==> src/design/kway_merge_newest_wins_assert.svh <==
// ----------------------------------------------------------------------------
// K-way merge assertion macros
// Shared concurrent assertion helpers for the merge block.
// ----------------------------------------------------------------------------
`ifndef KWAY_MERGE_NEWEST_WINS_ASSERT_SVH
`define KWAY_MERGE_NEWEST_WINS_ASSERT_SVH

// Clocked check, disabled while reset is high.
`define KWM_ASSERT(name, clk, rst, prop) \
   name: assert property (@(posedge clk) disable iff (rst) (prop)) \
      else $error("kwm assertion failed");

// Same, with a caller supplied message.
`define KWM_ASSERT_MSG(name, clk, rst, prop, msg) \
   name: assert property (@(posedge clk) disable iff (rst) (prop)) \
      else $error(msg);

`endif

==> src/design/kwm_pkg.sv <==
`timescale 1ns / 1ps
// ----------------------------------------------------------------------------
// K-way merge package
// Field widths, register indexes and transaction payload types.
// ----------------------------------------------------------------------------
package kwm_pkg;

   localparam int RUN_INDEX_BITS = 3;
   localparam int KEY_FIELD_BITS = 64;
   localparam int VALUE_BITS     = 64;
   localparam int REFILL_BITS    = 8;
   localparam int ACTIVE_BITS    = 4;
   localparam int CSR_ADDR_BITS  = 1;
   localparam int CSR_DATA_BITS  = 4;

   localparam int NUM_RUNS_DEFAULT = 8;
   localparam int KEY_BITS_DEFAULT = 64;

   localparam logic [ACTIVE_BITS-1:0] ACTIVE_RESET = 4'd8;

   typedef enum logic [CSR_ADDR_BITS-1:0] {
      REG_DROP_TOMBSTONES = 1'b0,
      REG_ACTIVE_RUNS     = 1'b1
   } csr_reg_type;

   typedef struct packed {
      logic [RUN_INDEX_BITS-1:0] run_index;
      logic                      run_end;
      logic [KEY_FIELD_BITS-1:0] entry_key;
      logic [VALUE_BITS-1:0]     entry_value;
      logic                      entry_tombstone;
   } req_payload_type;

   typedef struct packed {
      logic                      out_valid;
      logic [KEY_FIELD_BITS-1:0] out_key;
      logic [VALUE_BITS-1:0]     out_value;
      logic                      out_tombstone;
      logic [REFILL_BITS-1:0]    refill_mask;
      logic                      merge_done;
   } rsp_payload_type;

endpackage

==> src/design/kwm_stream_if.sv <==
`timescale 1ns / 1ps
// ----------------------------------------------------------------------------
// K-way merge stream interface
// Valid/ready channel carrying one payload per transaction.
// ----------------------------------------------------------------------------
interface kwm_stream_if #(
   parameter type payload_type = logic
) ();
   logic        valid;
   logic        ready;
   payload_type data;

   modport source (output valid, output data, input ready);
   modport sink   (input valid, input data, output ready);
endinterface

==> src/design/kwm_ram.sv <==
`timescale 1ns / 1ps
// ----------------------------------------------------------------------------
// K-way merge RAM
// Generic single write port, single read port RAM with registered read.
// ----------------------------------------------------------------------------
module kwm_ram #(
   parameter int WIDTH = 8,
   parameter int DEPTH = 8
) (
   input  logic                     clock,
   input  logic                     wr_en,
   input  logic [$clog2(DEPTH)-1:0] wr_addr,
   input  logic [WIDTH-1:0]         wr_data,
   input  logic [$clog2(DEPTH)-1:0] rd_addr,
   output logic [WIDTH-1:0]         rd_data
);

   logic [WIDTH-1:0] mem [DEPTH];
   logic [WIDTH-1:0] rd_data_ff;

   always_ff @(posedge clock) begin
      if (wr_en) begin
         mem[wr_addr] <= wr_data;
      end
      rd_data_ff <= mem[rd_addr];
   end

   assign rd_data = rd_data_ff;

endmodule

==> src/design/kway_merge_newest_wins.sv <==
`timescale 1ns / 1ps
// ----------------------------------------------------------------------------
// K-way merge, newest wins
// Merges key-sorted runs into one sorted stream; on equal keys the
// highest-numbered run wins and older copies are consumed without output.
// ----------------------------------------------------------------------------
//  channel   dir   handshake        carries
//  req_if    in    valid/ready      run entry or end mark for one run
//  rsp_if    out   valid/ready      merged entry, refill mask, done flag
//  csr_*     in    csr_we only      drop_tombstones, active_runs
//
//  One transaction in, one transaction out. When a selection runs, the head
//  RAM has one read port, so the minimum search reads one head per cycle.
//  Reset is synchronous; head RAM contents are not cleared (present bits gate
//  every read). req_if.ready is high only between items; a stalled rsp_if
//  holds the finished result in the output register and the next item is
//  still taken, parking only when its own result is due.
`include "kway_merge_newest_wins_assert.svh"

module kway_merge_newest_wins #(
   parameter int NUM_RUNS = kwm_pkg::NUM_RUNS_DEFAULT,
   parameter int KEY_BITS = kwm_pkg::KEY_BITS_DEFAULT
) (
   input  logic                             clock,
   input  logic                             reset,
   input  logic                             csr_we,
   input  logic [kwm_pkg::CSR_ADDR_BITS-1:0] csr_addr,
   input  logic [kwm_pkg::CSR_DATA_BITS-1:0] csr_wdata,
   kwm_stream_if.sink                       req_if,
   kwm_stream_if.source                     rsp_if
);

   localparam int RUN_IDX_BITS = $clog2(NUM_RUNS);
   localparam int CNT_BITS     = $clog2(NUM_RUNS + 1);
   localparam int CMP_BITS     = (CNT_BITS > kwm_pkg::ACTIVE_BITS) ?
                                 CNT_BITS : kwm_pkg::ACTIVE_BITS;
   localparam int HEAD_BITS    = KEY_BITS + kwm_pkg::VALUE_BITS + 1;

   typedef enum logic [1:0] {S_IDLE, S_CHECK, S_SCAN, S_DONE} state_type;

   state_type                       state_ff, state_in;
   logic                            drop_ff;
   logic [kwm_pkg::ACTIVE_BITS-1:0] active_ff;
   logic [NUM_RUNS-1:0]             present_ff, present_in;
   logic [NUM_RUNS-1:0]             finished_ff, finished_in;
   logic [CNT_BITS-1:0]             addr_ff, addr_in;
   logic                            pend_ff, pend_in;
   logic [RUN_IDX_BITS-1:0]         pend_idx_ff, pend_idx_in;
   logic                            found_ff, found_in;
   logic [KEY_BITS-1:0]             best_key_ff, best_key_in;
   logic [kwm_pkg::VALUE_BITS-1:0]  best_value_ff, best_value_in;
   logic                            best_tomb_ff, best_tomb_in;
   logic [NUM_RUNS-1:0]             best_mask_ff, best_mask_in;
   logic                            rsp_valid_ff, rsp_valid_in;
   kwm_pkg::rsp_payload_type        rsp_data_ff, rsp_data_in;

   logic [CNT_BITS-1:0]             run_count;
   logic [CMP_BITS-1:0]             active_wide;
   logic [NUM_RUNS-1:0]             active_mask;
   logic                            req_accept;
   logic                            run_in_range;
   logic [RUN_IDX_BITS-1:0]         run_sel;
   logic                            head_write;
   logic                            heads_ready;
   logic                            issue;
   logic [HEAD_BITS-1:0]            rd_data;
   logic [KEY_BITS-1:0]             rd_key;
   logic [kwm_pkg::VALUE_BITS-1:0]  rd_value;
   logic                            rd_tomb;
   logic                            pend_hit;
   logic [NUM_RUNS-1:0]             pend_bit;
   logic                            load_out;
   logic [NUM_RUNS-1:0]             present_left;
   logic                            emit;
   logic                            merge_done;

   // Active run count, saturated to the number of runs built.
   assign active_wide = CMP_BITS'(active_ff);
   assign run_count   = (active_wide > CMP_BITS'(NUM_RUNS)) ?
                        CNT_BITS'(NUM_RUNS) : CNT_BITS'(active_ff);

   always_comb begin
      for (int i = 0; i < NUM_RUNS; i++) begin
         active_mask[i] = CNT_BITS'(i) < run_count;
      end
   end

   assign req_if.ready = (state_ff == S_IDLE);
   assign req_accept   = req_if.valid && req_if.ready;
   assign run_in_range = CMP_BITS'(req_if.data.run_index) < CMP_BITS'(run_count);
   assign run_sel      = RUN_IDX_BITS'(req_if.data.run_index);
   assign head_write   = req_accept && run_in_range && !req_if.data.run_end &&
                         !present_ff[run_sel] && !finished_ff[run_sel];

   assign heads_ready  = ((present_ff | finished_ff) & active_mask) == active_mask;
   assign issue        = addr_ff < run_count;

   kwm_ram #(
      .WIDTH (HEAD_BITS),
      .DEPTH (NUM_RUNS)
   ) u_heads (
      .clock   (clock),
      .wr_en   (head_write),
      .wr_addr (run_sel),
      .wr_data ({KEY_BITS'(req_if.data.entry_key), req_if.data.entry_value,
                 req_if.data.entry_tombstone}),
      .rd_addr (addr_ff[RUN_IDX_BITS-1:0]),
      .rd_data (rd_data)
   );

   assign rd_key   = rd_data[HEAD_BITS-1 -: KEY_BITS];
   assign rd_value = rd_data[kwm_pkg::VALUE_BITS:1];
   assign rd_tomb  = rd_data[0];
   assign pend_hit = pend_ff && present_ff[pend_idx_ff];

   always_comb begin
      pend_bit              = '0;
      pend_bit[pend_idx_ff] = 1'b1;
   end

   assign load_out     = (state_ff == S_DONE) && (!rsp_valid_ff || rsp_if.ready);
   assign present_left = present_ff & ~best_mask_ff;
   assign emit         = found_ff && !(drop_ff && best_tomb_ff);
   assign merge_done   = ((finished_ff & active_mask) == active_mask) &&
                         ((present_left & active_mask) == '0);

   always_comb begin
      state_in      = state_ff;
      present_in    = present_ff;
      finished_in   = finished_ff;
      addr_in       = addr_ff;
      pend_in       = pend_ff;
      pend_idx_in   = pend_idx_ff;
      found_in      = found_ff;
      best_key_in   = best_key_ff;
      best_value_in = best_value_ff;
      best_tomb_in  = best_tomb_ff;
      best_mask_in  = best_mask_ff;
      rsp_valid_in  = rsp_valid_ff;
      rsp_data_in   = rsp_data_ff;

      if (rsp_valid_ff && rsp_if.ready) begin
         rsp_valid_in = 1'b0;
      end

      case (state_ff)
         S_IDLE: begin
            if (req_accept) begin
               if (run_in_range && req_if.data.run_end) begin
                  finished_in[run_sel] = 1'b1;
               end
               if (head_write) begin
                  present_in[run_sel] = 1'b1;
               end
               state_in = S_CHECK;
            end
         end
         S_CHECK: begin
            addr_in      = '0;
            pend_in      = 1'b0;
            found_in     = 1'b0;
            best_mask_in = '0;
            if (heads_ready && ((present_ff & active_mask) != '0)) begin
               state_in = S_SCAN;
            end else begin
               state_in = S_DONE;
            end
         end
         S_SCAN: begin
            // one head read per cycle; its data comes from the registered RAM read and is compared under pend_ff
            pend_in     = issue;
            pend_idx_in = addr_ff[RUN_IDX_BITS-1:0];
            if (issue) begin
               addr_in = addr_ff + 1'b1;
            end
            if (pend_hit && (!found_ff || rd_key <= best_key_ff)) begin
               found_in      = 1'b1;
               best_key_in   = rd_key;
               best_value_in = rd_value;
               best_tomb_in  = rd_tomb;
               // equal key from a younger run: older copies stay in the mask
               if (found_ff && rd_key == best_key_ff) begin
                  best_mask_in = best_mask_ff | pend_bit;
               end else begin
                  best_mask_in = pend_bit;
               end
            end
            if (!issue && !pend_ff) begin
               state_in = S_DONE;
            end
         end
         S_DONE: begin
            if (load_out) begin
               present_in                = present_left;
               rsp_valid_in              = 1'b1;
               rsp_data_in.out_valid     = emit;
               rsp_data_in.out_key       = emit ?
                                           kwm_pkg::KEY_FIELD_BITS'(best_key_ff) : '0;
               rsp_data_in.out_value     = emit ? best_value_ff : '0;
               rsp_data_in.out_tombstone = emit && best_tomb_ff;
               rsp_data_in.refill_mask   = kwm_pkg::REFILL_BITS'(best_mask_ff);
               rsp_data_in.merge_done    = merge_done;
               state_in                  = S_IDLE;
            end
         end
         default: begin
            state_in = S_IDLE;
         end
      endcase
   end

   always_ff @(posedge clock) begin
      if (reset) begin
         state_ff     <= S_IDLE;
         drop_ff      <= 1'b0;
         active_ff    <= kwm_pkg::ACTIVE_RESET;
         present_ff   <= '0;
         finished_ff  <= '0;
         pend_ff      <= 1'b0;
         found_ff     <= 1'b0;
         best_mask_ff <= '0;
         rsp_valid_ff <= 1'b0;
      end else begin
         state_ff     <= state_in;
         present_ff   <= present_in;
         finished_ff  <= finished_in;
         pend_ff      <= pend_in;
         found_ff     <= found_in;
         best_mask_ff <= best_mask_in;
         rsp_valid_ff <= rsp_valid_in;
         if (csr_we) begin
            case (kwm_pkg::csr_reg_type'(csr_addr))
               kwm_pkg::REG_DROP_TOMBSTONES: drop_ff   <= csr_wdata[0];
               kwm_pkg::REG_ACTIVE_RUNS:     active_ff <= csr_wdata;
               default: begin
               end
            endcase
         end
      end
      addr_ff       <= addr_in;
      pend_idx_ff   <= pend_idx_in;
      best_key_ff   <= best_key_in;
      best_value_ff <= best_value_in;
      best_tomb_ff  <= best_tomb_in;
      rsp_data_ff   <= rsp_data_in;
   end

   assign rsp_if.valid = rsp_valid_ff;
   assign rsp_if.data  = rsp_data_ff;

   // consumed heads must have been present
   `KWM_ASSERT(a_refill_subset, clock, reset, load_out |-> ((best_mask_ff & ~present_ff) == '0))
   // an emitted entry always consumes at least its own head
   `KWM_ASSERT(a_emit_has_refill, clock, reset, (load_out && emit) |-> (best_mask_ff != '0))
   // output register is never overwritten while a result waits
   `KWM_ASSERT_MSG(a_no_overwrite, clock, reset, load_out |-> (!rsp_valid_ff || rsp_if.ready), "kwm result overwritten")
   // a winner exists exactly when its refill mask is not empty
   `KWM_ASSERT(a_found_mask, clock, reset, load_out |-> (found_ff == (best_mask_ff != '0)))

endmodule

==> src/flat_wrapper.sv <==
// flat-port wrapper written by rule: the top's interface ports become plain ports
module kway_merge_newest_wins_flat import kwm_pkg::*;
#(
   parameter int NUM_RUNS = kwm_pkg::NUM_RUNS_DEFAULT,
   parameter int KEY_BITS = kwm_pkg::KEY_BITS_DEFAULT
)
  (clock, reset, csr_we, csr_addr, csr_wdata, req_if_valid, req_if_data, req_if_ready, rsp_if_valid, rsp_if_data, rsp_if_ready);
  kwm_stream_if #(.payload_type(req_payload_type)) req_if_i ();
  kwm_stream_if #(.payload_type(rsp_payload_type)) rsp_if_i ();
  input  logic clock;
  input  logic reset;
  input  logic csr_we;
  input  logic [kwm_pkg::CSR_ADDR_BITS-1:0] csr_addr;
  input  logic [kwm_pkg::CSR_DATA_BITS-1:0] csr_wdata;
  input wire logic [$bits(req_if_i.valid)-1:0] req_if_valid;
  input wire logic [$bits(req_if_i.data)-1:0] req_if_data;
  output wire logic [$bits(req_if_i.ready)-1:0] req_if_ready;
  output wire logic [$bits(rsp_if_i.valid)-1:0] rsp_if_valid;
  output wire logic [$bits(rsp_if_i.data)-1:0] rsp_if_data;
  input wire logic [$bits(rsp_if_i.ready)-1:0] rsp_if_ready;
  assign req_if_i.valid = req_if_valid;
  assign req_if_i.data = req_if_data;
  assign req_if_ready = req_if_i.ready;
  assign rsp_if_valid = rsp_if_i.valid;
  assign rsp_if_data = rsp_if_i.data;
  assign rsp_if_i.ready = rsp_if_ready;
  kway_merge_newest_wins #(.NUM_RUNS(NUM_RUNS), .KEY_BITS(KEY_BITS)) u_core (.clock(clock), .reset(reset), .csr_we(csr_we), .csr_addr(csr_addr), .csr_wdata(csr_wdata), .req_if(req_if_i), .rsp_if(rsp_if_i));
endmodule
==> config.mk <==
export PLATFORM = sky130hd
export DESIGN_NAME = kway_merge_newest_wins_flat
export DESIGN_NICKNAME = d
export VERILOG_FILES = /design/src/design/kwm_pkg.sv /design/src/design/kwm_stream_if.sv /design/src/design/kwm_ram.sv /design/src/design/kway_merge_newest_wins.sv /design/src/flat_wrapper.sv
export VERILOG_INCLUDE_DIRS = /design/src /design/src/design
export SDC_FILE = /design/constraint.sdc
export NUM_CORES = 2
export LEC_CHECK = 0
export BUFFER_PORTS_ARGS = -buffer_cell sky130_fd_sc_hd__buf_4
export CAP_MARGIN = 20
export CORE_ASPECT_RATIO = 0.9
export CORE_UTILIZATION = 55
export DETAILED_ROUTE_END_ITERATION = 10
export PLACE_DENSITY = 0.69
export SYNTH_ARGS = -nofsm -noshare
export SYNTH_HDL_FRONTEND = slang
export SYNTH_HIERARCHICAL = 1
export SYNTH_SLANG_ARGS = --single-unit
==> constraint.sdc <==
create_clock -name clock -period 36.7 [get_ports clock]
set_clock_uncertainty 0.15 [all_clocks]
set_input_delay 3.67 -clock clock [delete_from_list [all_inputs] [get_ports clock]]
set_output_delay 3.67 -clock clock [all_outputs]
set_load 0.005 [all_outputs]
# After elaboration in Yosys (flattened, before gate mapping)
# Memory sizes are Yosys's and may differ from the RTL's. A register that Yosys moved wholly into a read port is not among the register bits.
# Cells that the tools add are included.
[word_totals] ff_bits=309 mem_bits_rw=1032 in_bits=143 word_cells=137 memories=1
[classes] addsub=1 n_lt_le_gt_ge=16 eq_ne=12 n_mux=33 bitwise_logic=11 reduce_logical=43
[memory_table] name="u_core.u_heads.mem" depth=8 width=129 rd=1 rd_clocked_by_memory_dff=1 write_ports=1 line="kwm_ram.sv:18" text="logic [WIDTH-1:0] mem [DEPTH];"
[ops] operator="equality test 64 bit" n=1
[ops] operator="<= comparator 64 bit" n=1
[ops] operator="AND 8 bit" n=5
[ops] operator="2-to-1 mux 8 bit" n=5
[ops] operator="bitwise OR 8 bit" n=4
[ops] operator="case mux 8 bit (2 select lines)" n=2
[ops] operator="logical AND 1 bit" n=19
[ops] operator="equality test 8 bit" n=2
[ops] operator="less-than comparator 3 x 4 -> 1 bit, first input constant" n=4
[ops] operator="2-to-1 mux 1 bit" n=12
[ops] operator="AND reduction 2 bit" n=6
[ops] operator="binary-select mux 1 bit (select 3 bit)" n=3
[ops] operator="zero test 1 bit" n=8
[ops] operator="zero test 8 bit" n=1
[ops] operator="less-than comparator 1 x 4 -> 1 bit, first input constant" n=2
[ops] operator="less-than comparator 2 x 4 -> 1 bit, first input constant" n=2
[ops] operator="less-than comparator 3 x 4 -> 1 bit, second input constant" n=2
[ops] operator="2-to-1 mux 4 bit" n=2
[ops] operator="!= test 2 x 1 -> 1 bit, second input constant" n=4
[ops] operator="inverter 8 bit" n=1
[ops] operator="case mux 2 bit (4 select lines)" n=1
[ops] operator="case mux 4 bit (2 select lines)" n=1
[ops] operator="nonzero test 8 bit" n=1
[ops] operator="demux 1 bit (select 3 bit)" n=2
[ops] operator="16 further kinds" n=25

# Depth between registers and ports, before layout
[logic_depth] depth_word=10 ltp_mapped=10

# Modules after synthesis
# Netlist, hierarchy kept.
[modules_own_cells] module="kwm_ram" n_inst=1 cells_per_inst=1633 area_per_inst_um2=41801.3 seq_area_each_um2=33572.2
[modules_own_cells] module="kway_merge_newest_wins" n_inst=1 cells_per_inst=923 area_per_inst_um2=12943.7 seq_area_each_um2=8938.6

# Least setup slack after synthesis
# OpenSTA, ideal clock, no wires.
[synth_path] path_type="input -> register" from="in req_if_data[132]" to="mem u_core/u_heads/mem[0][0] (netlist bit), enable pin" setup_ps=777 arrival_time_ps=13430 slack_ps=22343 stages=8 n_path_buf=1 cell_sequence="clkbuf_1 > inv_1 > mux4_1 > mux2_2 > o2111ai_2 > inv_1 > nand2b_1 > nor3_1"
[synth_via] elab_chain_cells=7
[synth_rtl] element="start, declared" line="flat_wrapper.sv:16" text="input wire logic [$bits(req_if_i.data)-1:0] req_if_data;"
[synth_rtl] element="less-than comparator 3 x 4 -> 1 bit / binary-select mux 1 bit (select 3 bit) (equally long branches)" line="kway_merge_newest_wins.sv:90, kway_merge_newest_wins.sv:93"
[synth_rtl] element="logical AND 1 bit / 2-to-1 mux 1 bit (equally long branches)" line="kway_merge_newest_wins.sv:92, kway_merge_newest_wins.sv:93"
[synth_rtl] element="logical AND 1 bit / zero test 1 bit (equally long branches)" line="kway_merge_newest_wins.sv:92, kway_merge_newest_wins.sv:93"
[synth_rtl] element="logical AND 1 bit" line="kway_merge_newest_wins.sv:92" text="assign head_write = req_accept && run_in_range && !req_if.data.run_end &&"
[synth_rtl] element="logical AND 1 bit *" line="kway_merge_newest_wins.sv:93" text="!present_ff[run_sel] && !finished_ff[run_sel];"
[synth_rtl] element="named net u_core.head_write" line="kway_merge_newest_wins.sv:63" text="logic head_write;"
[synth_rtl] element="2-to-1 mux 1 bit *" line="kwm_ram.sv:22" text="if (wr_en) begin"
[synth_rtl] element="2-to-1 mux 1 bit (implied by the code) *" line="kwm_ram.sv:23" text="mem[wr_addr] <= wr_data;"
[synth_rtl] element="end, declared" line="kwm_ram.sv:18"
# The timed path passes the listed nets; every way through them passes the cells marked *. The select of a mux whose other input is x is not followed.

# Worst setup path after layout
[layout_path] from="in rsp_if_ready" to="reg u_core.rsp_data_ff, in the netlist u_core/rsp_if.data[58], enable pin"
[layout_via] elab_chain_cells=3
[layout_rtl] element="start, declared" line="flat_wrapper.sv:20" text="input wire logic [$bits(rsp_if_i.ready)-1:0] rsp_if_ready;"
[layout_rtl] element="logical OR 1 bit" line="kway_merge_newest_wins.sv:121" text="assign load_out = (state_ff == S_DONE) && (!rsp_valid_ff || rsp_if.ready);"
[layout_rtl] element="logical AND 1 bit" line="kway_merge_newest_wins.sv:121"
[layout_rtl] element="AND reduction 2 bit (no source line)"
[layout_rtl] element="end signal, assigned" line="kway_merge_newest_wins.sv:245" text="rsp_data_ff <= rsp_data_in;"
[layout_rtl] element="end, declared" line="kway_merge_newest_wins.sv:55" text="kwm_pkg::rsp_payload_type rsp_data_ff, rsp_data_in;"
# Every way passes these cells.
# A chain may end at the register's enable or synchronous reset.

==> impl_metrics.py <==
metrics = {
    "status": {
        "outcome": "complete, no violations",
    },
    "timing": {
        "setup_viol": 0,
        "finalSetupTns_ps": 0,
        "finalHoldViolations": 0,
        "hold_slack_ps": 234,
        "fmax_mhz": 163,
        "finalCriticalPeriod_ps": 6140,
        "fin_crit_sh_pct": 16.7,
        "rsz0062_at_grt": "false",
        "tightest_slew_ps": 1230,
        "slew_violations": 0,
        "relSlewSlack_pct": 18.0,
    },
    "placement": {
        "place_congestion": 0.899,
        "dpl.hpwl_um": 57100,
        "port_buffers": 283,
    },
    "grt": {
        "grt.met2_usage_pct": 34.9,
        "grt.busiest_layer": "met2",
        "grt_pass1_wl_um": 161000,
        "overflow": 0,
        "grt_pass1_vias": 26300,
        "gr-usage-met1_pct": 28.9,
        "grt_max_degree": 175,
        "antenna_found_initial": 20,
        "grtUsageTotal_pct": 21.8,
        "use_met3_pct": 5.93,
    },
    "cells_and_area": {
        "syn_to_final_growth_pct": 15.0,
        "nets": 3125,
        "drive_gt1_share_pct": 27.1,
        "num-fill-cells": 6546,
        "post-route-util_pct": 63.9,
    },
    "worst_setup_path": {
        "cp.required_ps": 36910,
        "arrival_ps": 6350,
        "critPathMaxFanout": 60,
        "cp-start-kind": "input port",
        "critical_path_class": "input port to flip-flop",
        "endpoint_kind": "flip-flop",
    },
    "clocking": {
        "cts.clk_slew.worst_paths_ps": 60,
        "cts_resized": 0,
        "ctsRootBufferMaster": "clkbuf_16",
        "cts.sinks": 1470,
        "numCtsBuffers": 144,
        "post-cts-setup-buffer-count": 0,
        "htreeDepth": 4,
        "hold_buffers": 0,
        "clk_latency_ps": 750,
        "cts_tree": "done",
        "cts_buffer_depth": 3,
    },
    "yosys": {
        "synthCells": 2556,
        "synth-seq-cells": 1470,
        "syn_area_per_cell_sq_um": 21.4,
        "synth-async-reset-ratio_pct": 0,
        "synth_edf_count": 1307,
        "ys.flop_type": "edfxtp_1",
        "synth.largest_area_cell": "edfxtp_1",
        "yosys_warnings": 6,
        "seq_area_frac_synth_pct": 77.7,
        "netlist_top_cells_area": "edfxtp_1, mux4_2, dfxtp_1, mux4_1, mux2_2",
        "yosysUniqueCellTypes": 71,
        "synth_fp_nets": 2773,
        "synth_top_area_share_pct": 71.7,
        "synthesis.area_sq_um": 54700,
    },
    "pwr": {
        "power.density_nw_per_um2": 67.3,
        "vdd_drop_max_uv": 68.1,
        "p_leak_nw": 21.5,
    },
    "floorplan": {
        "die-height_um": 301,
        "core_sq_um": 98500,
        "ios": 284,
        "fp-row-count": 109,
        "initial_core_util_pct": 55.6,
        "die_area_sq_um": 101000,
        "die_w_um": 335,
    },
    "detailed_routing": {
        "drt_iter0_drc": 1953,
        "wl_per_cell_um": 24.6,
        "final_antenna_net_count": 0,
        "vias": 25000,
        "firstDrtPassIters": 5,
        "routed_via_density": 5.73,
        "routed_wl_um": 107000,
        "post-route-drc-count": 0,
    },
    "job": {
        "cap_violations": 0,
    },
    "min_path": {
        "min_path_type": "flip-flop to flip-flop",
    },
}
synthesized netlist by cell type, types with 4 or more instances:
| cell | instances |
|---|---|
| a211oi_1 | 4 |
| a21o_1 | 4 |
| a21oi_1 | 58 |
| a31oi_1 | 4 |
| and2_1 | 132 |
| buf_1 | 6 |
| buf_2 | 20 |
| buf_6 | 23 |
| clkbuf_1 | 41 |
| dfxtp_1 | 163 |
| edfxtp_1 | 1307 |
| ha_1 | 74 |
| inv_1 | 80 |
| mux2_2 | 130 |
| mux4_1 | 105 |
| mux4_2 | 156 |
| nand2_1 | 42 |
| nand2b_1 | 11 |
| nand3_1 | 12 |
| nand3b_1 | 6 |
| nand4_1 | 10 |
| nor2_1 | 50 |
| nor2b_1 | 11 |
| nor3_1 | 6 |
| nor4_1 | 5 |
| o211ai_1 | 5 |
| o21ai_0 | 14 |
| o2bb2ai_1 | 15 |
power by group:
group	switching, mW	internal [mW]
clock	0.599	0.828
sequential	0.0546	1.97
combinational	0.369	0.414
logic make-up (layout without fill, tap and decap cells):
| family | Yosys count | in the layout | synth area share (%) |
|---|---|---|---|
| flops | 1470 | 1470 | 77.7 |
| mux | 393 | 393 | 14.2 |
| simple gates | 300 | 300 | 3.02 |
| buf+inv | 180 | 651 | 1.75 |
| compound gates | 135 | 135 | 1.65 |
| fa+ha+maj | 76 | 76 | 1.73 |
| xor+xnor | 2 | 2 | 0.0320 |
| other cells | 0 | 4 | 0 |
layout make-up:
class                      count  area, sq um  area share (%)
timing repair buffer         306         2460            3.91
sequential                  1470        42500            67.5
clock inverter                63          591           0.938
clock buffer                 202         4040            6.41
tap                         1332         1670            2.65
multi-input combinational    906        11400            18.0
antenna                        4         10.0          0.0159
inverter                      80          305           0.485
path summary, 6_finish.rpt:
| path | start | to | slack [ps] | cells past startpoint |
|---|---|---|---|---|
| worst max-delay path | rsp_if_ready | u_core/rsp_if.data[58]$_SDFFCE_PN0P_ | 30560 | 5 |
| worst min-delay path | u_core/u_heads/rd_data[5]$_DFF_P_ | u_core/best_value_ff[4]$_DFFE_PP_ | 230 | 0 |
| worst max register to register | u_core/best_key_ff[58]$_DFFE_PP_ | u_core/best_value_ff[48]$_DFFE_PP_ | 31180 | 10 |
| worst min register to register | u_core/u_heads/rd_data[5]$_DFF_P_ | u_core/best_value_ff[4]$_DFFE_PP_ | 230 | 0 |
metrics by stage:
step / setup slack [ps] / std cells / power, mW / instance area, sq um
2_1_floorplan: 22340 / 2556 / 2.66 / 54700
3_3_place_gp: 29910 / 4092 / 2.82 / 58200
3_5_place_dp: 29820 / 4093 / 2.84 / 58300
4_1_cts: 30610 / 4358 / 4.28 / 62900
5_1_grt: 30390 / 4362 / 4.40 / 62900
6_report: 30560 / 4363 / 4.23 / 62900
registers in the layout, summed over array words and instances (netlist names), 2 cells and up:
name                    cells
u_core/finished_ff          8
u_core/addr_ff              4
u_core/u_heads/rd_data    129
u_core/present_ff           8
u_core/state_ff             2
u_core/active_ff            4
u_core/best_key_ff         64
u_core/rsp_if.data        139
u_core/pend_idx_ff          3
u_core/best_value_ff       64
u_core/u_heads/mem       1032
u_core/best_mask_ff         8
routing by layer:
layer	share of wire (%)	vias up
li1	-	11100
met1	41	12900
met2	49	798
met3	7.3	183
met4	2.4	34
met5	0.31	-
critical path, stage by stage:
cell,delay [ps]
buf_4,80
nor2b_1,140
nor2_4,740
buf_4,700
buf_4,750
cells in the final DEF (no fill, tap or decap), types with 11 or more instances in the layout:
cell / instances
mux2_2: 130
nor2_1: 43
nand2b_1: 11
clkbuf_16: 148
a21oi_1: 58
buf_4: 294
clkbuf_8: 13
mux4_1: 105
mux4_2: 156
edfxtp_1: 1307
inv_1: 79
nand3_1: 12
nand2_1: 42
clkinv_1: 19
ha_1: 74
and2_1: 132
clkinv_2: 21
dfxtp_1: 163
o21ai_0: 14
clkbuf_1: 41
o2bb2ai_1: 15
nor2b_1: 11
Note: power is estimated with default switching activity, not from simulation.
